[src/rtl/gse_pkg.sv]
// ----------------------------------------------------------------------------
// gse_pkg
// Shared widths, codes and the front-to-back command type for the expander.
// ----------------------------------------------------------------------------
package gse_pkg;

    localparam int MAX_STEPS_DEF = 63;
    localparam int FRAC_BITS_DEF = 16;
    localparam int VAL_W         = 24;
    localparam int RATIO_W       = 16;
    localparam int IDX_W         = 6;
    localparam int ST_W          = 3;
    localparam int TAIL_W        = 40;

    typedef enum logic [1:0] {
        MODE_GREEDY = 2'd0,
        MODE_LAZY   = 2'd1,
        MODE_GAPS   = 2'd2,
        MODE_GAPS3  = 2'd3
    } t_mode;

    typedef enum logic [ST_W-1:0] {
        ST_OK       = 3'd0,
        ST_ZERO_PRC = 3'd1,
        ST_LOW_Q    = 3'd2,
        ST_REACH    = 3'd3,
        ST_GAP      = 3'd4,
        ST_STEPS    = 3'd5,
        ST_RSV6     = 3'd6,
        ST_RSV7     = 3'd7
    } t_status;

    localparam logic [1:0] CFG_MODE      = 2'd0;
    localparam logic [1:0] CFG_RATIO     = 2'd1;
    localparam logic [1:0] CFG_PRECISION = 2'd2;

    // Command passed from the front (checks, divisions) to the back (loop).
    typedef struct packed {
        logic              reject;
        t_status           status;
        logic              lazy;
        logic              gaps;
        logic [VAL_W-1:0]  target;
        logic [VAL_W-1:0]  prec;
        logic [RATIO_W-1:0] q;
        logic [TAIL_W-1:0] tail;
    } t_cmd;

endpackage

[src/rtl/gse_front.sv]
// ----------------------------------------------------------------------------
// gse_front
// Accepts targets, runs the range checks and a restoring division for the reach
// (also the tail outside lazy mode), a second one for the lazy tail, and issues a command.
// ----------------------------------------------------------------------------
module gse_front #(
    parameter int FRAC_BITS = gse_pkg::FRAC_BITS_DEF
) (
    input  logic                         i_clk,
    input  logic                         i_rst_n,
    input  logic                         i_valid,
    output logic                         o_stall,
    input  logic [gse_pkg::VAL_W-1:0]    i_target,
    input  logic [1:0]                   i_mode,
    input  logic [gse_pkg::RATIO_W-1:0]  i_ratio,
    input  logic [gse_pkg::VAL_W-1:0]    i_prec,
    output logic                         o_cmd_valid,
    input  logic                         i_cmd_stall,
    output gse_pkg::t_cmd                o_cmd
);

    localparam int ONE_W = FRAC_BITS + 1;
    localparam int DW    = 2 * FRAC_BITS;          // dividend width
    localparam int CW    = $clog2(DW + 1);
    localparam logic [ONE_W-1:0] ONE = ONE_W'(1) << FRAC_BITS;

    typedef enum logic [1:0] {S_IDLE, S_DIV, S_OUT} t_state;

    t_state             r_state;
    logic [DW-1:0]      r_quo;
    logic [ONE_W:0]     r_rem;
    logic [ONE_W-1:0]   r_den;
    logic [CW-1:0]      r_cnt;
    logic               r_pass;      // 0 reach, 1 lazy tail
    gse_pkg::t_cmd      r_cmd;

    logic [ONE_W-1:0]   w_q;
    logic [ONE_W:0]     w_sh;
    logic               w_ge;
    logic [DW-1:0]      w_qnext;

    assign w_q = (i_ratio >= ONE[gse_pkg::RATIO_W-1:0] && FRAC_BITS < gse_pkg::RATIO_W)
               ? ONE - ONE_W'(1) : ONE_W'(i_ratio);
    assign w_sh = {r_rem[ONE_W-1:0], r_quo[DW-1]};
    assign w_ge = w_sh >= {1'b0, r_den};
    assign w_qnext = {r_quo[DW-2:0], w_ge};

    assign o_stall     = (r_state != S_IDLE);
    assign o_cmd_valid = (r_state == S_OUT);
    assign o_cmd       = r_cmd;

    always_ff @(posedge i_clk) begin
        if (!i_rst_n) begin
            r_state <= S_IDLE;
        end else begin
            unique case (r_state)
                S_IDLE: begin
                    if (i_valid) begin
                        r_cmd.target <= i_target;
                        r_cmd.prec   <= i_prec;
                        r_cmd.q      <= gse_pkg::RATIO_W'(w_q);
                        r_cmd.lazy   <= (i_mode == gse_pkg::MODE_LAZY);
                        r_cmd.gaps   <= i_mode[1];
                        r_cmd.tail   <= '0;
                        r_pass       <= 1'b0;
                        if (i_prec == '0) begin
                            r_cmd.reject <= 1'b1;
                            r_cmd.status <= gse_pkg::ST_ZERO_PRC;
                            r_state      <= S_OUT;
                        end else if (!i_mode[1] && w_q != '0 && !w_q[FRAC_BITS-1]) begin
                            r_cmd.reject <= 1'b1;
                            r_cmd.status <= gse_pkg::ST_LOW_Q;
                            r_state      <= S_OUT;
                        end else begin
                            r_cmd.reject <= 1'b0;
                            r_cmd.status <= gse_pkg::ST_OK;
                            r_quo        <= DW'(w_q) << FRAC_BITS;
                            r_rem        <= '0;
                            r_den        <= ONE - w_q;
                            r_cnt        <= '0;
                            r_state      <= S_DIV;
                        end
                    end
                end
                S_DIV: begin
                    // One quotient bit per cycle.
                    if (r_cnt != CW'(DW - 1)) begin
                        r_quo <= w_qnext;
                        r_rem <= w_ge ? w_sh - {1'b0, r_den} : w_sh;
                        r_cnt <= r_cnt + CW'(1);
                    end else if (!r_pass) begin
                        if (w_qnext < DW'(r_cmd.target)) begin
                            r_cmd.reject <= 1'b1;
                            r_cmd.status <= gse_pkg::ST_REACH;
                            r_state      <= S_OUT;
                        end else if (r_cmd.lazy) begin
                            r_pass <= 1'b1;
                            r_quo  <= DW'(r_cmd.q) * DW'(r_cmd.q);
                            r_rem  <= '0;
                            r_cnt  <= '0;
                        end else begin
                            r_cmd.tail <= gse_pkg::TAIL_W'(w_qnext);
                            r_state    <= S_OUT;
                        end
                    end else begin
                        r_cmd.tail <= gse_pkg::TAIL_W'(w_qnext);
                        r_state    <= S_OUT;
                    end
                end
                S_OUT: begin
                    if (!i_cmd_stall) r_state <= S_IDLE;
                end
                default: r_state <= S_IDLE;
            endcase
        end
    end

endmodule

[src/rtl/gse_queue.sv]
// ----------------------------------------------------------------------------
// gse_queue
// Two-entry command queue between the front and the back.
// ----------------------------------------------------------------------------
module gse_queue (
    input  logic          i_clk,
    input  logic          i_rst_n,
    input  logic          i_valid,
    output logic          o_stall,
    input  gse_pkg::t_cmd i_data,
    output logic          o_valid,
    input  logic          i_stall,
    output gse_pkg::t_cmd o_data
);

    gse_pkg::t_cmd r_mem [2];
    logic          r_wp;
    logic          r_rp;
    logic [1:0]    r_cnt;
    logic          w_push;
    logic          w_pop;

    assign o_stall = (r_cnt == 2'd2);
    assign o_valid = (r_cnt != 2'd0);
    assign o_data  = r_mem[r_rp];
    assign w_push  = i_valid && !o_stall;
    assign w_pop   = o_valid && !i_stall;

    always_ff @(posedge i_clk) begin
        if (w_push) r_mem[r_wp] <= i_data;
        if (!i_rst_n) begin
            r_wp  <= 1'b0;
            r_rp  <= 1'b0;
            r_cnt <= 2'd0;
        end else begin
            if (w_push) r_wp <= ~r_wp;
            if (w_pop)  r_rp <= ~r_rp;
            r_cnt <= r_cnt + 2'(w_push) - 2'(w_pop);
        end
    end

endmodule

[src/rtl/gse_back.sv]
// ----------------------------------------------------------------------------
// gse_back
// Runs the term loop for one command and emits term and summary items.
// ----------------------------------------------------------------------------
module gse_back #(
    parameter int MAX_STEPS = gse_pkg::MAX_STEPS_DEF,
    parameter int FRAC_BITS = gse_pkg::FRAC_BITS_DEF
) (
    input  logic                          i_clk,
    input  logic                          i_rst_n,
    input  logic                          i_cmd_valid,
    output logic                          o_cmd_stall,
    input  gse_pkg::t_cmd                 i_cmd,
    output logic                          o_valid,
    input  logic                          i_stall,
    output logic                          o_is_summary,
    output logic [gse_pkg::IDX_W-1:0]     o_term_index,
    output logic [gse_pkg::VAL_W-1:0]     o_approx_sum,
    output logic [gse_pkg::ST_W-1:0]      o_last_status,
    output logic                          o_last
);

    localparam int TW = gse_pkg::TAIL_W;
    localparam int RW = gse_pkg::RATIO_W;
    localparam logic [TW-1:0] TAIL_CAP = TW'(1) << (TW - 1);

    typedef enum logic [1:0] {S_IDLE, S_STEP, S_MUL, S_OUT} t_state;

    t_state                     r_state;
    gse_pkg::t_cmd              r_cmd;
    logic [gse_pkg::VAL_W-1:0]  r_rem;
    logic [RW-1:0]              r_term;
    logic [TW-1:0]              r_tail;
    logic [gse_pkg::IDX_W:0]    r_idx;
    logic                       r_done;
    logic [RW+RW-1:0]           r_pterm;
    logic [TW+RW-1:0]           r_ptail;
    logic                       r_ov;
    logic                       r_is_sum;
    logic [gse_pkg::IDX_W-1:0]  r_oidx;
    logic [gse_pkg::VAL_W-1:0]  r_osum;
    logic [gse_pkg::ST_W-1:0]   r_ost;

    logic w_cont, w_take, w_tail_gt;
    logic [TW+RW-1:0] w_tshift;

    assign w_tail_gt = r_tail > TW'(r_rem);
    assign w_cont = (r_rem > r_cmd.prec) && (!r_cmd.gaps || w_tail_gt);
    assign w_take = (r_term != '0) &&
                    (r_cmd.lazy ? (TW'(r_rem) > r_tail) : (r_rem > gse_pkg::VAL_W'(r_term)));
    assign w_tshift = r_ptail >> FRAC_BITS;

    assign o_cmd_stall   = (r_state != S_IDLE);
    assign o_valid       = (r_state == S_OUT);
    assign o_is_summary  = r_is_sum;
    assign o_term_index  = r_oidx;
    assign o_approx_sum  = r_osum;
    assign o_last_status = r_ost;
    assign o_last        = r_is_sum;

    always_ff @(posedge i_clk) begin
        if (!i_rst_n) begin
            r_state <= S_IDLE;
        end else begin
            unique case (r_state)
                S_IDLE: begin
                    if (i_cmd_valid) begin
                        r_cmd  <= i_cmd;
                        r_rem  <= i_cmd.target;
                        r_term <= i_cmd.q;
                        r_tail <= (i_cmd.tail > TAIL_CAP) ? TAIL_CAP : i_cmd.tail;
                        r_idx  <= (gse_pkg::IDX_W+1)'(1);
                        r_done <= i_cmd.reject;
                        if (i_cmd.reject) begin
                            r_is_sum <= 1'b1;
                            r_oidx   <= '0;
                            r_osum   <= '0;
                            r_ost    <= i_cmd.status;
                            r_state  <= S_OUT;
                        end else begin
                            r_state <= S_STEP;
                        end
                    end
                end
                S_STEP: begin
                    if (!w_cont || r_idx > (gse_pkg::IDX_W+1)'(MAX_STEPS)) begin
                        r_is_sum <= 1'b1;
                        r_oidx   <= '0;
                        r_osum   <= r_cmd.target - r_rem;
                        if (w_cont)
                            r_ost <= gse_pkg::ST_STEPS;
                        else if (r_cmd.gaps && !w_tail_gt)
                            r_ost <= gse_pkg::ST_GAP;
                        else
                            r_ost <= gse_pkg::ST_OK;
                        r_done  <= 1'b1;
                        r_state <= S_OUT;
                    end else begin
                        r_pterm <= r_term * r_cmd.q;
                        r_ptail <= r_tail * r_cmd.q;
                        r_ov    <= w_take;
                        if (w_take) begin
                            r_rem <= (r_rem > gse_pkg::VAL_W'(r_term))
                                   ? r_rem - gse_pkg::VAL_W'(r_term) : '0;
                            r_is_sum <= 1'b0;
                            r_oidx   <= r_idx[gse_pkg::IDX_W-1:0];
                            r_osum   <= '0;
                            r_ost    <= gse_pkg::ST_OK;
                        end
                        r_state <= S_MUL;
                    end
                end
                S_MUL: begin
                    r_term <= RW'(r_pterm >> FRAC_BITS);
                    r_tail <= (w_tshift > (TW+RW)'(TAIL_CAP)) ? TAIL_CAP : TW'(w_tshift);
                    r_idx  <= r_idx + (gse_pkg::IDX_W+1)'(1);
                    r_state <= r_ov ? S_OUT : S_STEP;
                end
                S_OUT: begin
                    if (!i_stall) r_state <= r_done ? S_IDLE : S_STEP;
                end
                default: r_state <= S_IDLE;
            endcase
        end
    end

endmodule

[src/rtl/geometric_subseries_expansion.sv]
// ----------------------------------------------------------------------------
// geometric_subseries_expansion
// Expands a Q8.16 target as a subseries of q, q^2, q^3, ... in greedy, lazy
// or gap-detecting mode, emitting each chosen index and a closing summary.
// ----------------------------------------------------------------------------
//  channel | direction | handshake          | payload
//  input   | in        | i_valid / o_stall  | i_target_value
//  output  | out       | o_valid / i_stall  | o_is_summary, o_term_index,
//          |           |                    | o_approx_sum, o_status, o_last
//  config  | in        | i_cfg_we           | i_cfg_index, i_cfg_data
//
// Work: the front runs the reach division for each target and, in lazy mode,
// a second division for the lazy tail, one quotient bit per cycle. The back
// visits each index with a compare step and a multiply step and emits each
// chosen term and a closing summary, for at most MAX_STEPS indices per target.
// The two-entry command queue lets the front divide the next target while
// the back iterates. Reset is synchronous and active low and clears control
// state and the registers to mode 0, ratio 49152, precision 1. A stalled
// result holds the back only; the front keeps working until the queue fills.
module geometric_subseries_expansion #(
    parameter int MAX_STEPS = gse_pkg::MAX_STEPS_DEF,
    parameter int FRAC_BITS = gse_pkg::FRAC_BITS_DEF
) (
    input  logic                         i_clk,
    input  logic                         i_rst_n,
    input  logic                         i_valid,
    output logic                         o_stall,
    input  logic [gse_pkg::VAL_W-1:0]    i_target_value,
    input  logic                         i_cfg_we,
    input  logic [1:0]                   i_cfg_index,
    input  logic [gse_pkg::VAL_W-1:0]    i_cfg_data,
    output logic                         o_valid,
    input  logic                         i_stall,
    output logic                         o_is_summary,
    output logic [gse_pkg::IDX_W-1:0]    o_term_index,
    output logic [gse_pkg::VAL_W-1:0]    o_approx_sum,
    output logic [gse_pkg::ST_W-1:0]     o_status,
    output logic                         o_last
);

    // Configuration registers.
    logic [1:0]                  r_mode;
    logic [gse_pkg::RATIO_W-1:0] r_ratio;
    logic [gse_pkg::VAL_W-1:0]   r_prec;

    always_ff @(posedge i_clk) begin
        if (!i_rst_n) begin
            r_mode  <= gse_pkg::MODE_GREEDY;
            r_ratio <= gse_pkg::RATIO_W'(49152);
            r_prec  <= gse_pkg::VAL_W'(1);
        end else if (i_cfg_we) begin
            unique case (i_cfg_index)
                gse_pkg::CFG_MODE:      r_mode  <= i_cfg_data[1:0];
                gse_pkg::CFG_RATIO:     r_ratio <= i_cfg_data[gse_pkg::RATIO_W-1:0];
                gse_pkg::CFG_PRECISION: r_prec  <= i_cfg_data;
                default: ;
            endcase
        end
    end

    gse_pkg::t_cmd w_fcmd, w_bcmd;
    logic w_fvalid, w_fstall, w_bvalid, w_bstall;

    gse_front #(.FRAC_BITS(FRAC_BITS)) u_front (
        .i_clk       (i_clk),
        .i_rst_n     (i_rst_n),
        .i_valid     (i_valid),
        .o_stall     (o_stall),
        .i_target    (i_target_value),
        .i_mode      (r_mode),
        .i_ratio     (r_ratio),
        .i_prec      (r_prec),
        .o_cmd_valid (w_fvalid),
        .i_cmd_stall (w_fstall),
        .o_cmd       (w_fcmd)
    );

    gse_queue u_queue (
        .i_clk   (i_clk),
        .i_rst_n (i_rst_n),
        .i_valid (w_fvalid),
        .o_stall (w_fstall),
        .i_data  (w_fcmd),
        .o_valid (w_bvalid),
        .i_stall (w_bstall),
        .o_data  (w_bcmd)
    );

    gse_back #(.MAX_STEPS(MAX_STEPS), .FRAC_BITS(FRAC_BITS)) u_back (
        .i_clk         (i_clk),
        .i_rst_n       (i_rst_n),
        .i_cmd_valid   (w_bvalid),
        .o_cmd_stall   (w_bstall),
        .i_cmd         (w_bcmd),
        .o_valid       (o_valid),
        .i_stall       (i_stall),
        .o_is_summary  (o_is_summary),
        .o_term_index  (o_term_index),
        .o_approx_sum  (o_approx_sum),
        .o_last_status (o_status),
        .o_last        (o_last)
    );

`ifndef SYNTHESIS
    // A term item never carries a status or the last flag.
    a_term_clean: assert property (@(posedge i_clk) disable iff (!i_rst_n)
        (o_valid && !o_is_summary) |-> (o_status == gse_pkg::ST_OK && !o_last))
        else $error("term item with status or last");
    // Term items always name a power of at least one.
    a_term_idx: assert property (@(posedge i_clk) disable iff (!i_rst_n)
        (o_valid && !o_is_summary) |-> (o_term_index != '0))
        else $error("term index zero");
    // Rejected runs report a zero sum.
    a_reject_sum: assert property (@(posedge i_clk) disable iff (!i_rst_n)
        (o_valid && (o_status == gse_pkg::ST_ZERO_PRC || o_status == gse_pkg::ST_LOW_Q
                     || o_status == gse_pkg::ST_REACH)) |-> (o_approx_sum == '0))
        else $error("rejected run with nonzero sum");
`endif

endmodule
[config.mk]
export PLATFORM = sky130hd
export DESIGN_NAME = geometric_subseries_expansion
export DESIGN_NICKNAME = d
export VERILOG_FILES = /design/src/rtl/gse_pkg.sv /design/src/rtl/gse_front.sv /design/src/rtl/gse_queue.sv /design/src/rtl/gse_back.sv /design/src/rtl/geometric_subseries_expansion.sv
export SDC_FILE = /design/constraint.sdc
export NUM_CORES = 2
export LEC_CHECK = 0
export ABC_AREA = 1
export BUFFER_PORTS_ARGS = -buffer_cell sky130_fd_sc_hd__buf_2
export CAP_MARGIN = 10
export CORE_ASPECT_RATIO = 0.75
export CORE_UTILIZATION = 35
export CTS_CLUSTER_DIAMETER = 60
export DETAILED_ROUTE_END_ITERATION = 12
export SLEW_MARGIN = 40
export SYNTH_ARGS = -nofsm -noshare
export SYNTH_HDL_FRONTEND = slang
export SYNTH_HIERARCHICAL = 1
export SYNTH_SLANG_ARGS = --single-unit
[constraint.sdc]
create_clock -name i_clk -period 14 [get_ports i_clk]
set_input_delay 2.8 -clock i_clk [delete_from_list [all_inputs] [get_ports i_clk]]
set_output_delay 2.8 -clock i_clk [all_outputs]
set_load 0.02 [all_outputs]
## Word level (Yosys, flattened, before mapping)

Memory sizes are Yosys's and may differ from the RTL's. A register that Yosys moved wholly into a read port is not among the register bits.
Index checks and enable logic that the tools add are counted.

| word-level totals | value |
|---|---|
| register bits after elaboration | 510 |
| latch bits | 0 |
| RAM bits | 220 |
| ROM bits | 0 |
| output and inout bits | 37 |
| word-level logic and storage cells | 241 |
| memories kept | 1 |

Memory list:

| name | depth | width | rd ports | clocked after memory_dff | wr ports | RTL line | text |
|---|---|---|---|---|---|---|---|
| u_queue.r_mem | 2 | 110 | 1 | 1 | 1 | gse_queue.sv:16 | `gse_pkg::t_cmd r_mem [2];` |

| operators by class | value |
|---|---|
| add/sub/neg operators | 8 |
| $mul | 3 |
| div/mod/pow operators | 0 |
| order comparisons | 9 |
| eq/ne operators | 30 |
| shifts and indexed selects | 0 |
| mux-type cells | 102 |
| bitwise logic cells | 5 |
| reduce and logical (&&, ||, !) cells | 45 |

Operators with widths:

| operator | count |
|---|---|
| two-way mux 40 bit | 7 |
| two-way mux 32 bit | 7 |
| two-way mux 24 bit | 8 |
| case mux 40 bit (2 select lines) | 2 |
| two-way mux 17 bit | 8 |
| two-way mux 110 bit | 1 |
| case mux 24 bit (2 select lines) | 2 |
| greater-than comparator 40 bit, second input constant | 2 |
| two-way mux 6 bit | 11 |
| multiplier 16 x 16 -> 32 bit | 2 |
| case mux 32 bit (2 select lines) | 1 |
| multiplier 40 x 16 -> 56 bit | 1 |
| greater-than comparator 24 x 40 -> 1 bit | 1 |
| greater-than comparator 40 x 24 -> 1 bit | 1 |
| case mux 17 bit (2 select lines) | 1 |
| less-than comparator 32 x 24 -> 1 bit | 1 |
| case mux 16 bit (2 select lines) | 1 |
| greater-than comparator 24 x 16 -> 1 bit | 1 |
| greater-than comparator 24 bit | 1 |
| logical NOT 24 bit | 1 |
| two-way mux 2 bit | 12 |
| case mux 6 bit (2 select lines) | 2 |
| subtractor 24 x 16 -> 24 bit | 1 |
| subtractor 24 bit | 1 |
| 42 further kinds | 126 |

## Depth between registers and ports, before layout

| logic depth | value |
|---|---|
| depth in word-level cells | 7 |
| mapped depth | 31 |
| depth with buffers taken out | 30 |

## By module

The synthesis kept the hierarchy.

Modules (own cells, without submodules):

| module | instances | cells each | area an instance (um2) |
|---|---|---|---|
| gse_back | 1 | 5379 | 43005.0 |
| gse_front | 1 | 1708 | 15806.4 |
| gse_queue | 1 | 380 | 8684.6 |
| geometric_subseries_expansion | 1 | 267 | 1737.9 |

## Worst setup path after synthesis

No wires, ideal clock.

| timing | value |
|---|---|
| path kind | input to register |
| start point | input i_rst_n |
| end point | register u_front.r_cmd, in the netlist u_front/o_cmd[100] (enable) |
| arrival time | 7369 ps |
| required time | 13429 ps |
| slack | 6060 ps |
| stages | 2 |
| path buffers | 0 |
| cells stage by stage | inv_1 > nor3_1 |

| on the way | value |
|---|---|
| longest elaborated chain between the ends | 1 |

Ends and longest elaborated chain:

| item | RTL line | text |
|---|---|---|
| start: declaration | geometric_subseries_expansion.sv:25 | `input logic i_rst_n,` |
| AND reduction 3 bit (no line) | n/a |  |
| end: declaration | gse_front.sv:35 | `gse_pkg::t_cmd r_cmd;` |

Every way passes these cells.
A chain may end at the register's enable or synchronous reset.

## Final worst setup path

| timing | value |
|---|---|
| start point | register u_back/r_cmd[46] in the netlist's numbering |
| end point | register u_back.r_ptail[54] (data pin) |

| on the way | value |
|---|---|
| longest elaborated chain between the ends | 1 |

Ends and longest elaborated chain:

| item | RTL line | text |
|---|---|---|
| start: declaration | gse_back.sv:30 | `gse_pkg::t_cmd r_cmd;` |
| start signal: assignment | gse_back.sv:68 | `r_cmd <= i_cmd;` |
| multiplier 40 x 16 -> 56 bit | gse_back.sv:100 | `r_ptail <= r_tail * r_cmd.q;` |
| end signal: assignment | gse_back.sv:100 |  |
| end: declaration | gse_back.sv:37 | `logic [TW+RW-1:0] r_ptail;` |

Every way passes these cells.

==> impl_results.md <==
* CP Class: flop to flop
* Post-synth EDFFs at between 600 and 700
* Area Growth Syn to Fin at 8.96%
* Total GRT Usage at between 10% and 20%
* Die width at between 500 and 600 µm
* Pins over their slew limit at 0
* DR iter-0 viols at roughly 4600
* Layout Skew at between 0.04 and 0.05 ns
* Die H at between 300 and 400 µm
* PortBufs at between 90 and 100
* Final setup viols at 0
* Max-cap violations at 0
* Top FF cell, synth: edfxtp_1
* Synth Area in Compound Gates at roughly 5.0%
* Worst hold path class: flop to flop
* Unrepaired setup endpoints after global routing: no
* Element type at the critical path end: flop
* GRT overflow at 0
* Reg clk slew, reported paths at around 0.060 ns
* Mux cell area share after synthesis at 2.33%
* Synth Area in Simple Gates at between 15 and 20%
* Hold buffers post-CTS at 0
* Largest family of logic cells by synthesized area: adder cells
* Final ANT Viol Nets at 0
* Asr flop ratio synth at 0%
* Layout Nets at approximately 9100
* Max Root-Sink Buffers at 3
* Hold violation count in the final report at 0
* Synthesized cell area at 69200 µm²
* DR vias at 51111
* Post-synthesis adder-cell area fraction at roughly a third
* CTS tree: done
* Post-synthesis cell count at between 7000 and 8000
* # H-tree levels at 3
* Wirelength per Cell at about 19 µm
* CTS sink count at between 600 and 700
* Yosys reg bits at between 600 and 700
* Rows at 140
* Crit path arrival time at 7.41 ns
* Max Freq at around 140 MHz
* Max_slew headroom at between 30% and 40%
* Initial antenna violation count at 5
* DRT Pass-1 Iters at 6
* CP Launch Type: flop
* Status: finished, final reports clean
* Root buffer cell: clkbuf_16
* XOR/XNOR Fraction of Synth Area at under 10%
* Largest net degree at the start of global routing at 64
* GP Congestion at ~0.95
* Ant. Diodes at 0
* Setup total negative slack at 0 ns
* Worst skew pair latency at approximately 0.68 ns
* Drt drc at 0
* Fin util at 38.6%
* Dpl hpwl at about 150 mm
* Post-synth cell types at 73
* First-pass GRT wire length at slightly above 300 mm
* Postcts setup bufs at 0
* Tightest Pin Transition at ~0.91 ns
* Critical path fanouts, max at 50
* CTS buffer count at 76
* Share of layout cells above drive strength 1 at just over 7%
* Starting Density at 35.4%
* Avg Vias per Cell at 4.91
* Post-CTS sizing at 0
* Post-synthesis sequential area ratio at ~30%
* Ports at 92
* Number of global-route vias before repair at approximately 52000
* Synth warn at 6
* Total routed wirelength at between 150 and 200 mm
* Req. time, crit path at between 10 and 15 ns
* Synthesized area per cell at just under 9 µm²
* Tmin final at ~7 ns
* Die Area at 200000 µm²
* Fin crit share at approximately half
* Core Region at around 200000 µm²
==> layout by cell type (no fill, tap or decap), drive strengths merged, types with 3 or more instances in the layout <==
master / n
nand4: 34
nor4: 33
a21boi: 9
dfxtp: 51
nor3: 59
buf: 209
nand3: 209
ha: 456
a32o: 3
xor2: 75
edfxtp: 639
clkinv: 32
mux2: 110
inv: 1916
o22ai: 17
o21bai: 23
o211ai: 5
nand3b: 10
nor2: 484
a21oi: 283
o21a: 9
clkbuf: 90
o21ai: 187
a31oi: 23
conb: 9
a211oi: 7
xnor2: 46
fa: 887
or2: 10
nand2: 1798
o31ai: 3
nor3b: 5
bufinv: 8
clkinvlp: 4
a31o: 3
and2: 7
a21o: 19
==> cell usage after synthesis (all sizes together) (2+ instances only) <==
| cell | count | area [µm²] |
|---|---|---|
| o31ai | 3 | 22.5 |
| nand2 | 1798 | 6790 |
| o21a | 9 | 67.6 |
| ha | 456 | 5710 |
| o22ai | 17 | 106 |
| a31o | 3 | 26.3 |
| clkinv | 3 | 11.3 |
| o21bai | 23 | 173 |
| nand4 | 34 | 219 |
| nor2 | 484 | 1860 |
| xor2 | 75 | 657 |
| or2 | 10 | 62.6 |
| o21ai | 187 | 992 |
| nand3 | 209 | 1130 |
| a21boi | 9 | 71.3 |
| inv | 1905 | 7150 |
| and2 | 7 | 43.8 |
| buf | 121 | 813 |
| o211ai | 5 | 42.5 |
| a21o | 19 | 143 |
| nor3b | 5 | 37.5 |
| nand3b | 10 | 75.1 |
| mux2 | 110 | 1610 |
| o221ai | 2 | 17.5 |
| a32o | 3 | 30.0 |
| a21oi | 283 | 1470 |
| fa | 887 | 17800 |
| a211oi | 7 | 52.6 |
| nor4 | 33 | 213 |
| clkbuf | 188 | 707 |
| dfxtp | 51 | 1020 |
| xnor2 | 46 | 403 |
| edfxtp | 639 | 19200 |
| a31oi | 23 | 144 |
| nor3 | 59 | 330 |
==> cell families (layout without fill, tap and decap cells) <==
family	count (synthesis)	count (layout)
XOR/XNOR	121	121
adder cells (fa/ha/maj)	1343	1343
other	1	9
AO/OA/AOI/OAI	601	601
AND/OR/NAND/NOR	2651	2651
multiplexers	110	110
flip-flops	690	690
buffers and inverters	2217	2259
==> metrics by stage <==
stage / setup slack, ns / std cells / cell area, µm² / hold WS (ns)
after floorplan: 6.06 / 7742 / 69300 / 0.421
after global placement: 7.12 / 10217 / 72000 / 0.426
after detailed placement: 7.16 / 10254 / 72600 / 0.430
after CTS: 7.10 / 10396 / 75200 / 0.449
after global routing: 6.66 / 10411 / 75400 / 0.457
final: 6.98 / 10411 / 75400 / 0.445
==> state kept, by name, summed over array words and instances, names as in the netlist, 17 cells and up, named ones only <==
signal	flops
u_back/r_cmd	66
u_front/r_den	17
r_prec	24
u_back/o_approx_sum	24
u_back/r_ptail	40
u_front/r_quo	32
u_front/o_cmd	101
u_back/r_rem	24
u_front/r_rem	17
u_queue/r_mem	220
u_back/r_tail	40
==> metal layers <==
layer / wire length, µm / vias to the layer above / part of all wire [%] / track usage, %
met5: 8 / - / 0.0041 / 0
met2: 82100 / 2000 / 42 / 28.9
li1: - / 23458 / - / -
met1: 91700 / 25445 / 47 / 29.9
met3: 19300 / 206 / 9.9 / 4.69
met4: 3040 / 2 / 1.6 / 3.41
==> worst max-delay path: stages (launching register included) <==
cell	delay (ns)
edfxtp_1	0.47
buf_4	0.72
nand2_1	0.18
fa_1	0.58
inv_1	0.06
fa_1	0.52
inv_1	0.05
fa_1	0.50
inv_1	0.05
fa_1	0.47
fa_1	0.52
fa_1	0.59
ha_1	0.45
inv_1	0.09
o21ai_0	0.45
a21oi_1	0.26
o21ai_0	0.35
o21ai_0	0.19
nand4_1	0.13
nand2_1	0.06
==> cell type report <==
class	count	area [µm²]
inverters	1908	7170
repair buffers	209	1710
multi-input cells	4835	40500
clock buffers	90	2030
clock inverters	52	574
well taps	2627	3290
flip-flops and latches	690	20200
fillers	19477	120000
==> final timing paths <==
| kind | end | slack, ns | cells past startpoint | startpoint |
|---|---|---|---|---|
| max | u_back/r_ptail[54] | 6.98 | 19 | u_back/r_cmd[46] |
| min | u_queue/r_mem[1][2] | 0.44 | 0 | u_front/o_cmd[2] |
| min reg2reg | u_queue/r_mem[1][2] | 0.44 | 0 | u_front/o_cmd[2] |
| max reg2reg | u_back/r_ptail[54] | 6.98 | 19 | u_back/r_cmd[46] |
Power is not shown: default switching activity piles up to over one toggle a cycle in this logic, so the estimate is an artifact.
